[src/hw/rtl/slt_pkg.sv]
// Shared types and constants for the sorted list table.
package slt_pkg;

    localparam int CAPACITY = 256;
    localparam int IDX_W    = $clog2(CAPACITY);
    localparam int CNT_W    = IDX_W + 1;
    localparam int KEY_W    = 32;
    localparam int POS_W    = 8;
    localparam int OP_W     = 2;
    localparam int STAT_W   = 2;
    localparam int HIT_W    = 8;
    localparam int ECNT_W   = 9;
    // width wide enough to compare a cell index against the request position
    localparam int CMP_W    = (CNT_W > POS_W) ? CNT_W : POS_W;

    typedef logic [IDX_W-1:0]        idx_t;
    typedef logic [CNT_W-1:0]        cnt_t;
    typedef logic signed [KEY_W-1:0] key_t;
    typedef logic [POS_W-1:0]        pos_t;
    typedef logic [OP_W-1:0]         op_t;
    typedef logic [STAT_W-1:0]       stat_t;

    localparam op_t OP_SEARCH = 2'd0;
    localparam op_t OP_INSERT = 2'd1;
    localparam op_t OP_DELETE = 2'd2;

    localparam stat_t STAT_OK    = 2'd0;
    localparam stat_t STAT_FULL  = 2'd1;
    localparam stat_t STAT_RANGE = 2'd2;

    typedef enum logic [1:0] {
        ST_IDLE,
        ST_CMP,
        ST_APPLY
    } fsm_t;

    // broadcast from the sequencer to every cell
    typedef struct packed {
        logic  cmp;    // latch compare flags
        logic  ins;    // commit an insert
        logic  del;    // commit a delete
        key_t  key;
        pos_t  pos;
        cnt_t  count;
    } cell_ctrl_t;

endpackage

[src/hw/rtl/slt_cell.sv]
// One table slot: holds a key, compares it and shifts with its neighbors.
module slt_cell (
    input  logic               aclk,
    input  slt_pkg::cell_ctrl_t ctrl,
    input  slt_pkg::idx_t      cell_idx,
    input  slt_pkg::key_t      left_entry,
    input  logic               left_gt,
    input  logic               left_eq,
    input  slt_pkg::key_t      right_entry,
    output slt_pkg::key_t      entry,
    output logic               gt,
    output logic               eq,
    output logic               first
);
    import slt_pkg::*;

    key_t entry_reg;
    logic gt_reg;
    logic eq_reg;
    cnt_t my_idx;
    logic valid;
    logic take_new;
    logic shift_down;

    assign my_idx     = {1'b0, cell_idx};
    assign valid      = my_idx < ctrl.count;
    // insert: slots holding larger keys move up, plus the slot just past the end
    assign take_new   = (valid && gt_reg) || (my_idx == ctrl.count);
    // delete: slots from the position up to the next-to-last pull from above
    assign shift_down = valid && (CMP_W'(my_idx) >= CMP_W'(ctrl.pos))
                        && ((my_idx + cnt_t'(1)) < ctrl.count);

    always_ff @(posedge aclk) begin
        if (ctrl.cmp) begin
            gt_reg <= valid && (entry_reg > ctrl.key);
            eq_reg <= valid && (entry_reg == ctrl.key);
        end
        if (ctrl.ins && take_new) begin
            entry_reg <= left_gt ? left_entry : ctrl.key;
        end else if (ctrl.del && shift_down) begin
            entry_reg <= right_entry;
        end
    end

    assign entry = entry_reg;
    assign gt    = gt_reg;
    assign eq    = eq_reg;
    // sorted table: the first match is the one whose lower neighbor differs
    assign first = eq_reg && !left_eq;

endmodule

[config.mk]
export PLATFORM = sky130hd
export DESIGN_NAME = slt_cell
export DESIGN_NICKNAME = d
export VERILOG_FILES = /design/src/hw/rtl/slt_pkg.sv /design/src/hw/rtl/slt_cell.sv
export SDC_FILE = /design/constraint.sdc
export NUM_CORES = 1
export LEC_CHECK = 0
export ABC_AREA = 1
export ABC_CLOCK_PERIOD_IN_PS = 7400
export BUFFER_PORTS_ARGS = -buffer_cell sky130_fd_sc_hd__buf_2
export CAP_MARGIN = 20
export CORE_ASPECT_RATIO = 1.1
export CORE_MARGIN = 2
export CORE_UTILIZATION = 53
export CTS_BUF_LIST = sky130_fd_sc_hd__clkbuf_4 sky130_fd_sc_hd__clkbuf_8
export CTS_CLUSTER_DIAMETER = 200
export DETAILED_ROUTE_END_ITERATION = 16
export PLACE_DENSITY = 0.9
export SLEW_MARGIN = 20
export SYNTH_ARGS = -nofsm -noshare
export SYNTH_HDL_FRONTEND = slang
export SYNTH_SLANG_ARGS = --single-unit
[constraint.sdc]
create_clock -name aclk -period 7.4 [get_ports aclk]
set_clock_uncertainty 0.2 [all_clocks]
set_input_delay 0.74 -clock aclk [delete_from_list [all_inputs] [get_ports aclk]]
set_output_delay 0.74 -clock aclk [all_outputs]
set_load 0.03 [all_outputs]
# Word level (Yosys, flattened, before mapping)
# Cells that the tools add are included.
# word_totals
ff_bits	34
inputBits	127
out_inout_bits	35
word_cells	24
# classes
add_sub_neg	1
magnitude_cmp	4
eq_ne	2
n_mux	3
reduce_logical	11
# ops
operator	n
$mux W32	3
$eq A32 B32 Y1	1
$gt A32 B32 Y1	1
$add A8 B1 Y9 const B	1
$eq A8 B9 Y1	1
$lt A8 B9 Y1	1
$lt A9 B9 Y1	1
$ge A8 B8 Y1	1
$logic_and A1 B1 Y1	8
$reduce_bool A2 Y1	1
$logic_not A1 Y1	1
$logic_or A1 B1 Y1	1

# Longest topological paths before layout
# Gate-level depths: netlist (run 1).
# logic_depth
depth_word	6
ltp_mapped	16
ltp_nobuf	16

# Least setup slack after synthesis (run 1)
# No wires, ideal clock.
# synth_path
path_type	input -> register
start	input port cell_idx[0]
end	register entry_reg[0], in the netlist entry[0] (enable)
arrival_ns	2.841
t_required_ns	6.811
setup_slack_ns	3.969
stages	11
path_buffers	0
cell_sequence	ha_1 -> nand3_1 -> nand3b_1 -> xor2_1 -> inv_1 -> ha_1 -> a21oi_1 -> o21ai_0 -> a211oi_1 -> nand4_1 -> nand2_1
# synth_via
elab_chain_cells	5
# synth_rtl
item	line	rtl
from (decl)	slt_cell.sv:5	input slt_pkg::idx_t cell_idx,
$add A8 B1 Y9 (tied with other cells)	slt_cell.sv:31	&& ((my_idx + cnt_t'(1)) < ctrl.count);
$lt A9 B9 Y1 (tied with other cells)	slt_cell.sv:31	
$logic_and A1 B1 Y1 / $logic_or A1 B1 Y1 (equally long branches)	slt_cell.sv:31, slt_cell.sv:28	
$logic_and A1 B1 Y1 (on tied branches)	slt_cell.sv:40, slt_cell.sv:38	
$reduce_bool A2 Y1 (no line) (*)	-	
to (signal assigned)	slt_cell.sv:39	entry_reg <= left_gt ? left_entry : ctrl.key;
to (signal assigned)	slt_cell.sv:41	entry_reg <= right_entry;
to (decl)	slt_cell.sv:17	key_t entry_reg;
# Mark *: on every way between the ends. The rest lies on a longest branch, timed or not.
# A chain may end at the register's enable or synchronous reset.

# Worst setup path after layout (run 1)
# layout_path
start	input port cell_idx[4]
end	register entry_reg[6], in the netlist entry[6] (enable)
# The elaborated chain is that of the path after synthesis.

==> results of run 1 <==
report_power, final:
part	internal, mW	switching, mW	leakage (nW)	total [mW]
Sequential	0.248	0.0148	0.324	0.262
Clock	0.0613	0.0632	0.0375	0.125
Combinational	0.101	0.180	2.10	0.281
critical path, delay by kind of cell:
family | cells | cell delay [ns]
compound gates | 2 | 0.24
buf+inv | 2 | 0.52
fa+ha+maj | 1 | 0.30
simple gates | 7 | 1.11
area by class of cell:
cell class              instances  area (sq um)
flip-flops and latches         34          1020
clock buffers                   5          68.8
repair buffers                162           813
clock inverters                 1          3.75
multi-input cells             355          2070
inverters                      66           248
fillers                       528          1900
well taps                      80           100
logic make-up after synthesis:
group | count (synthesis) | share of synthesized area [%]
XOR/XNOR | 5 | 1.27
multiplexers | 1 | 0.327
flip-flops | 34 | 29.7
adder cells (fa/ha/maj) | 58 | 21.1
buffers and inverters | 83 | 10.0
AO/OA/AOI/OAI | 66 | 9.90
AND/OR/NAND/NOR | 225 | 27.7
through the flow:
step	hold slack, ns	util (%)	setup WS [ns]
2_1_floorplan	0.652	-	3.97
3_3_place_gp	0.680	68.3	4.00
3_5_place_dp	0.708	68.3	3.92
4_1_cts	0.478	69.5	4.21
5_1_grt	0.477	69.5	3.96
6_report	0.482	69.5	4.20
metal layers:
metal / vias up / wire (microns)
li1: 1864 / -
met1: 1610 / 3600
met2: 140 / 4710
met3: 16 / 535
met4: 0 / 174
met5: - / 0
path summary, 6_finish.rpt:
path                                  to  slack, ns  cells after the start
worst min-delay path                  eq       0.48                      1
worst max register to register  entry[6]       5.26                      5
worst max-delay path            entry[6]       4.20                     12
worst min register to register        gt       0.72                      5
cells in the final DEF (no fill, tap or decap):
master,instances
a21o_1,1
o21a_1,2
clkbuf_8,5
clkinv_1,1
nand2_1,148
nand2_2,2
a211oi_1,1
ha_1,58
xnor2_1,2
edfxtp_1,34
a21oi_1,24
nor3_1,4
nand2_4,2
nand3_1,36
xor2_1,3
nor3b_1,1
nand4_1,10
buf_4,1
nand3b_1,1
buf_2,161
nor2_1,19
inv_1,65
inv_2,1
o21ai_0,38
nor2_2,2
mux2_2,1
==> metrics.cfg, run 1 <==
[run_status]
status = finished, final reports clean

[critical_path]
endpoint_kind = flip-flop
crit_required_ns = 7.14
worst_path_most_repeated_cell = nand2_1
crit_start = cell_idx[4]
critPathLaunchType = input pin
worst_path_largest_cell_delay_ns = 0.38
crit_fanout = 33
crit_type = input pin to flip-flop
cp_slowest_cell = buf_4
crit_arrival_ns = 2.93
worstReg2RegStart = gt
path_cells = buf_2 > ha_1 > a21oi_1 > o21ai_0 > nand2_1 > nand2_1 > nor2_2 > nand2_2 > nand2_4 > nand2_4 > nand2_1 > buf_4

[floorplanning]
start_util_pct = 55.2
rows = 30
die_y_microns = 88.5
die_x_microns = 80.8
dieArea_sq_um = 7150
pin_count = 162
core_area_sq_um = 6230

[global_route]
grt-ovfl-total = 0
grt_pass1_wl_mm = 13.8
antenna_found_initial = 0
use_met2_pct = 46.4
top_usage_layer = met2
grt_usage_pct = 24.3
use_met1_pct = 27.9
grt_pass1_vias = 3312
met3_usage_pct = 3.37
grt_max_degree = 64

[sta]
final.min_clock_period_ns = 3.20
max_freq_mhz = 313
hold_viol_final = 0
drv_slew = 0
post-route-period-util_pct = 43.2
setup_tns_ns = 0
maxSlewHeadroom_pct = 40.2
setup_viol = 0
grt_setup_unrepaired = no
worstMarginPinSlew_ns = 0.898

[clocking]
insertion_delay_ns = 0.28
clock_path_buffers = 2
cts_root_buf = clkbuf_8
hold_buffers = 0
post_cts_buffers = 0
clock_sinks = 34
cts_resized = 0
path_clk_slew_ns = 0.06
numCtsBuffers = 5
h-tree-depth = 2
cts_tree = done

[layout]
largest_reg_flops = 32
fin_nets = 809
fin_cells = 703
drive_gt1_share_pct = 28.1
diodes = 0
design_area_sq_um = 4330
syn2layout_area_growth_pct = 25.9

[logic_synthesis]
yosysWarnings = 0
ys.flop_type = edfxtp_1
synth_edf_count = 34
syn_nets = 657
async_flop_share_pct = 0
synth.most_common_cell = nand2_1
synth-seq-area-share_pct = 29.7
synth_area_sq_um = 3440
yosys.area.top_type = edfxtp_1
netlist_instances = 472
syn_area_per_cell_sq_um = 7.28
ys_top_cells_by_area = edfxtp_1 (30%), ha_1 (21%), nand2_1 (16%), inv_1 (7.1%), o21ai_0 (5.5%)
synth.ff_latch_count = 34
yosys-top-cells-count = nand2_1 (148), inv_1 (65), ha_1 (58)
yosysTopAreaCellShare_pct = 29.7
yosysUniqueCellTypes = 26

[placement]
place_congestion = 0.841
dpl_cell_area_sq_um = 4260
hpwl_mm = 7.25
port_buffers = 161
post-place-cells = 697

[pwr]
peakVddDrop_mv = 0.0866
p_per_area_nw_per_um2 = 154
leakagePower_nw = 2.46
power_uw = 668

[routing]
drt_iter0_drc = 148
vias_per_cell = 5.16
wl_per_cell_microns = 12.8
vias = 3630
wl_mm = 9.02
dr.pass1.iters = 7
drc_errors = 0
route.antenna.remaining_nets = 0

[flow_run]
max_cap_viol_count = 0

[worst_hold_path]
hp-class = input pin to flip-flop
hold_start = ctrl[51]

Note: power is estimated with default switching activity, not from simulation.
==> run 2, diff against run 1 <==
--- a/config.mk
+++ b/config.mk
@@ -5,17 +5,17 @@
 export SDC_FILE = /design/constraint.sdc
 export NUM_CORES = 1
 export LEC_CHECK = 0
-export ABC_AREA = 1
-export ABC_CLOCK_PERIOD_IN_PS = 7400
+export ABC_AREA = 0
+export ABC_CLOCK_PERIOD_IN_PS = 2900
 export BUFFER_PORTS_ARGS = -buffer_cell sky130_fd_sc_hd__buf_2
 export CAP_MARGIN = 20
 export CORE_ASPECT_RATIO = 1.1
 export CORE_MARGIN = 2
-export CORE_UTILIZATION = 53
+export CORE_UTILIZATION = 44
 export CTS_BUF_LIST = sky130_fd_sc_hd__clkbuf_4 sky130_fd_sc_hd__clkbuf_8
 export CTS_CLUSTER_DIAMETER = 200
 export DETAILED_ROUTE_END_ITERATION = 16
-export PLACE_DENSITY = 0.9
+export PLACE_DENSITY = 0.79
 export SLEW_MARGIN = 20
 export SYNTH_ARGS = -nofsm -noshare
 export SYNTH_HDL_FRONTEND = slang
==> constraint.sdc (replaced) <==
create_clock -name aclk -period 2.9 [get_ports aclk]
set_clock_uncertainty 0.2 [all_clocks]
set_input_delay 0.29 -clock aclk [delete_from_list [all_inputs] [get_ports aclk]]
set_output_delay 0.29 -clock aclk [all_outputs]
set_load 0.03 [all_outputs]
==> run 2 against run 1 <==
Against the previous run: global-route usage fell by 4.6 points; clock power grew to 2.8 times the previous value; final cell count is 11% lower; sequential share of layout area fell by 0.57 points; setup slack worse by 3.9 ns; critical path type unchanged.
==> metrics.cfg, run 2 <==
[floorplanning]
pin_count = 162  ; unchanged
die_x_microns = 88.1  ; +9.0%
dieArea_sq_um = 8500  ; +19%
die_y_microns = 96.5  ; +9.1%
start_util_pct = 45.5  ; -9.6 points
core_area_sq_um = 7510  ; +21%
rows = 33  ; +10%

[worst_hold_path]
hp-class = input pin to flip-flop
hold_start = ctrl[51]
min_to = eq
hold_depth = 1  ; unchanged

[global_route]
use_met2_pct = 37.1  ; -9.3 points
grt_usage_pct = 19.7  ; -4.6 points
grt-ovfl-total = 0  ; unchanged
top_usage_layer = met2
antenna_found_initial = 0  ; unchanged
grt_pass1_vias = 3098  ; -6.5%
met3_usage_pct = 4.42  ; +1.1 points
grt_max_degree = 64  ; unchanged
use_met1_pct = 22.7  ; -5.2 points
grt_pass1_wl_mm = 13.2  ; -4.2%

[critical_path]
crit_fanout = 32  ; -3.0%
ff2ff_setup_slack_ns = 0.50  ; -4.76 ns
crit_type = input pin to flip-flop
worstReg2RegEnd = gt
crit_arrival_ns = 2.34  ; -0.59 ns
path_cells = buf_2 > and3_1 > nand3_1 > buf_4 > xnor2_1 > ha_1 > a21o_1 > a211oi_1 > or2_2 > a41o_4
worstReg2RegStart = entry[25]
worst_path_largest_cell_delay_ns = 0.49  ; +0.11 ns
cp_slowest_cell = a41o_4
rr_worst_depth = 7  ; +2
critPathLaunchType = input pin
crit_required_ns = 2.63  ; -4.51 ns
endpoint_kind = flip-flop

[routing]
wl_mm = 8.61  ; -4.5%
drt_iter0_drc = 56  ; -62%
route.antenna.remaining_nets = 0  ; unchanged
drc_errors = 0  ; unchanged
vias = 3069  ; -15%
dr.pass1.iters = 4  ; -3
wl_per_cell_microns = 13.8  ; +7.7%
vias_per_cell = 4.93  ; -4.6%

[clocking]
path_clk_slew_ns = 0.07  ; about the same
cts_resized = 0  ; unchanged
numCtsBuffers = 5  ; unchanged
clock_sinks = 34  ; unchanged
clock_path_buffers = 2  ; unchanged
cts_tree = done
h-tree-depth = 2  ; unchanged
insertion_delay_ns = 0.28  ; about the same
hold_buffers = 0  ; unchanged
cts_root_buf = clkbuf_8
post_cts_buffers = 0  ; unchanged

[sta]
drv_slew = 0  ; unchanged
hold_viol_final = 0  ; unchanged
setup_viol = 0  ; unchanged
setup_tns_ns = 0  ; unchanged
hold_ws_ns = 0.0281  ; -0.454 ns
max_freq_mhz = 382
grt_setup_unrepaired = no
worstMarginPinSlew_ns = 0.921  ; +0.0228 ns
maxSlewHeadroom_pct = 38.6  ; -1.5 points
final.min_clock_period_ns = 2.61
post-route-period-util_pct = 90.2

[layout]
final_common_cell = buf_2
diodes = 0  ; unchanged
final.fill_count = 664  ; +26%
final_cell_mix = buf_2 (161), ha_1 (58), inv_1 (52)
drive_gt1_share_pct = 41.3  ; +13 points
syn2layout_area_growth_pct = 29.6
utilization_pct = 59.0  ; -10 points
fin_nets = 702  ; -13%
largest_reg_flops = 32  ; unchanged

[run_status]
status = finished, final reports clean

[logic_synthesis]
yosys-top-cells-count = ha_1 (58), inv_1 (52), nand2_1 (43)
yosys.area.top_type = edfxtp_1
ys_top_cells_by_area = edfxtp_1 (30%), ha_1 (21%), mux2_4 (13%), o21ai_0 (5.7%), inv_1 (5.7%)
synth.most_common_cell = ha_1
syn_area_per_cell_sq_um = 9.72  ; +33%
yosysWarnings = 0  ; unchanged
yosysTopAreaCellShare_pct = 29.8  ; +0.14 points
yosysUniqueCellTypes = 37  ; +42%
async_flop_share_pct = 0  ; unchanged
syn_nets = 537  ; -18%
netlist_instances = 352  ; -25%
synth_area_sq_um = 3420  ; -0.47%
synth_edf_count = 34  ; unchanged
ys.flop_type = edfxtp_1
synth-seq-area-share_pct = 29.8  ; +0.14 points
synth.ff_latch_count = 34  ; unchanged

[flow_run]
max_cap_viol_count = 0  ; unchanged

[pwr]
p_per_area_nw_per_um2 = 385  ; +150%
peakVddDrop_mv = 0.255  ; +190%
leakagePower_nw = 2.38  ; -3.4%
power_mw = 1.71  ; +160%

[placement]
hpwl_mm = 7.03  ; -3.1%
port_buffers = 161  ; unchanged
place_congestion = 0.898  ; +6.8%

## run 2: report_power, final
part | internal, mW | switching, mW | leakage (nW)
clock | 0.174 | 0.170 | 0.0460
combinational | 0.316 | 0.391 | 2.01
sequential | 0.624 | 0.0326 | 0.323
## run 2: logic make-up after synthesis
logic type	count (synthesis)	share of synthesized area (%)
flops	34	29.8
simple gates	80	11.0
buf+inv	63	8.34
xor+xnor	6	1.54
fa+ha+maj	58	21.2
mux	34	14.3
compound gates	77	13.7
## run 2: per-stage QoR
step / area [sq um] / instances / setup WS (ns)
after floorplan: 3430 / 352 / 0.172
after global placement: 4350 / 615 / 0.0573
after detailed placement: 4350 / 615 / 0.00168
after CTS: 4430 / 623 / 0.287
after global routing: 4430 / 623 / 0.116
final: 4430 / 623 / 0.286
## run 2: how the worst max path moves through the flow
stage | start | end | slack, ns | depth (start not counted)
after floorplan | ctrl[7] | entry[0] | 0.17 | 8
after global placement | cell_idx[1] | entry[5] | 0.06 | 9
after detailed placement | cell_idx[1] | entry[13] | 0.002 | 10
after CTS | cell_idx[1] | entry[22] | 0.29 | 10
after global routing | cell_idx[1] | entry[5] | 0.12 | 10
final | cell_idx[1] | entry[30] | 0.29 | 10
## run 2: layout make-up
class / instances / area, sq um / area share, %
timing repair buffer: 168 / 871 / 19.6
inverter: 53 / 199 / 4.49
clock inverter: 2 / 8.76 / 0.198
multi-input combinational: 255 / 2130 / 48.0
clock buffer: 6 / 76.3 / 1.72
sequential: 34 / 1020 / 23.0
tap: 105 / 131 / 2.96
## run 2: worst max-delay path, delay by kind of cell
family	cells	cell delay, ns
compound gates	3	0.92
simple gates	3	0.42
fa+ha+maj	1	0.30
buf+inv	2	0.27
xor+xnor	1	0.12
## run 2: metal layers
layer / up-vias / part of all wire, %
met1: 1353 / 41
li1: 1580 / -
met3: 6 / 8.4
met2: 130 / 50
met4: 0 / 0.93
met5: - / 0
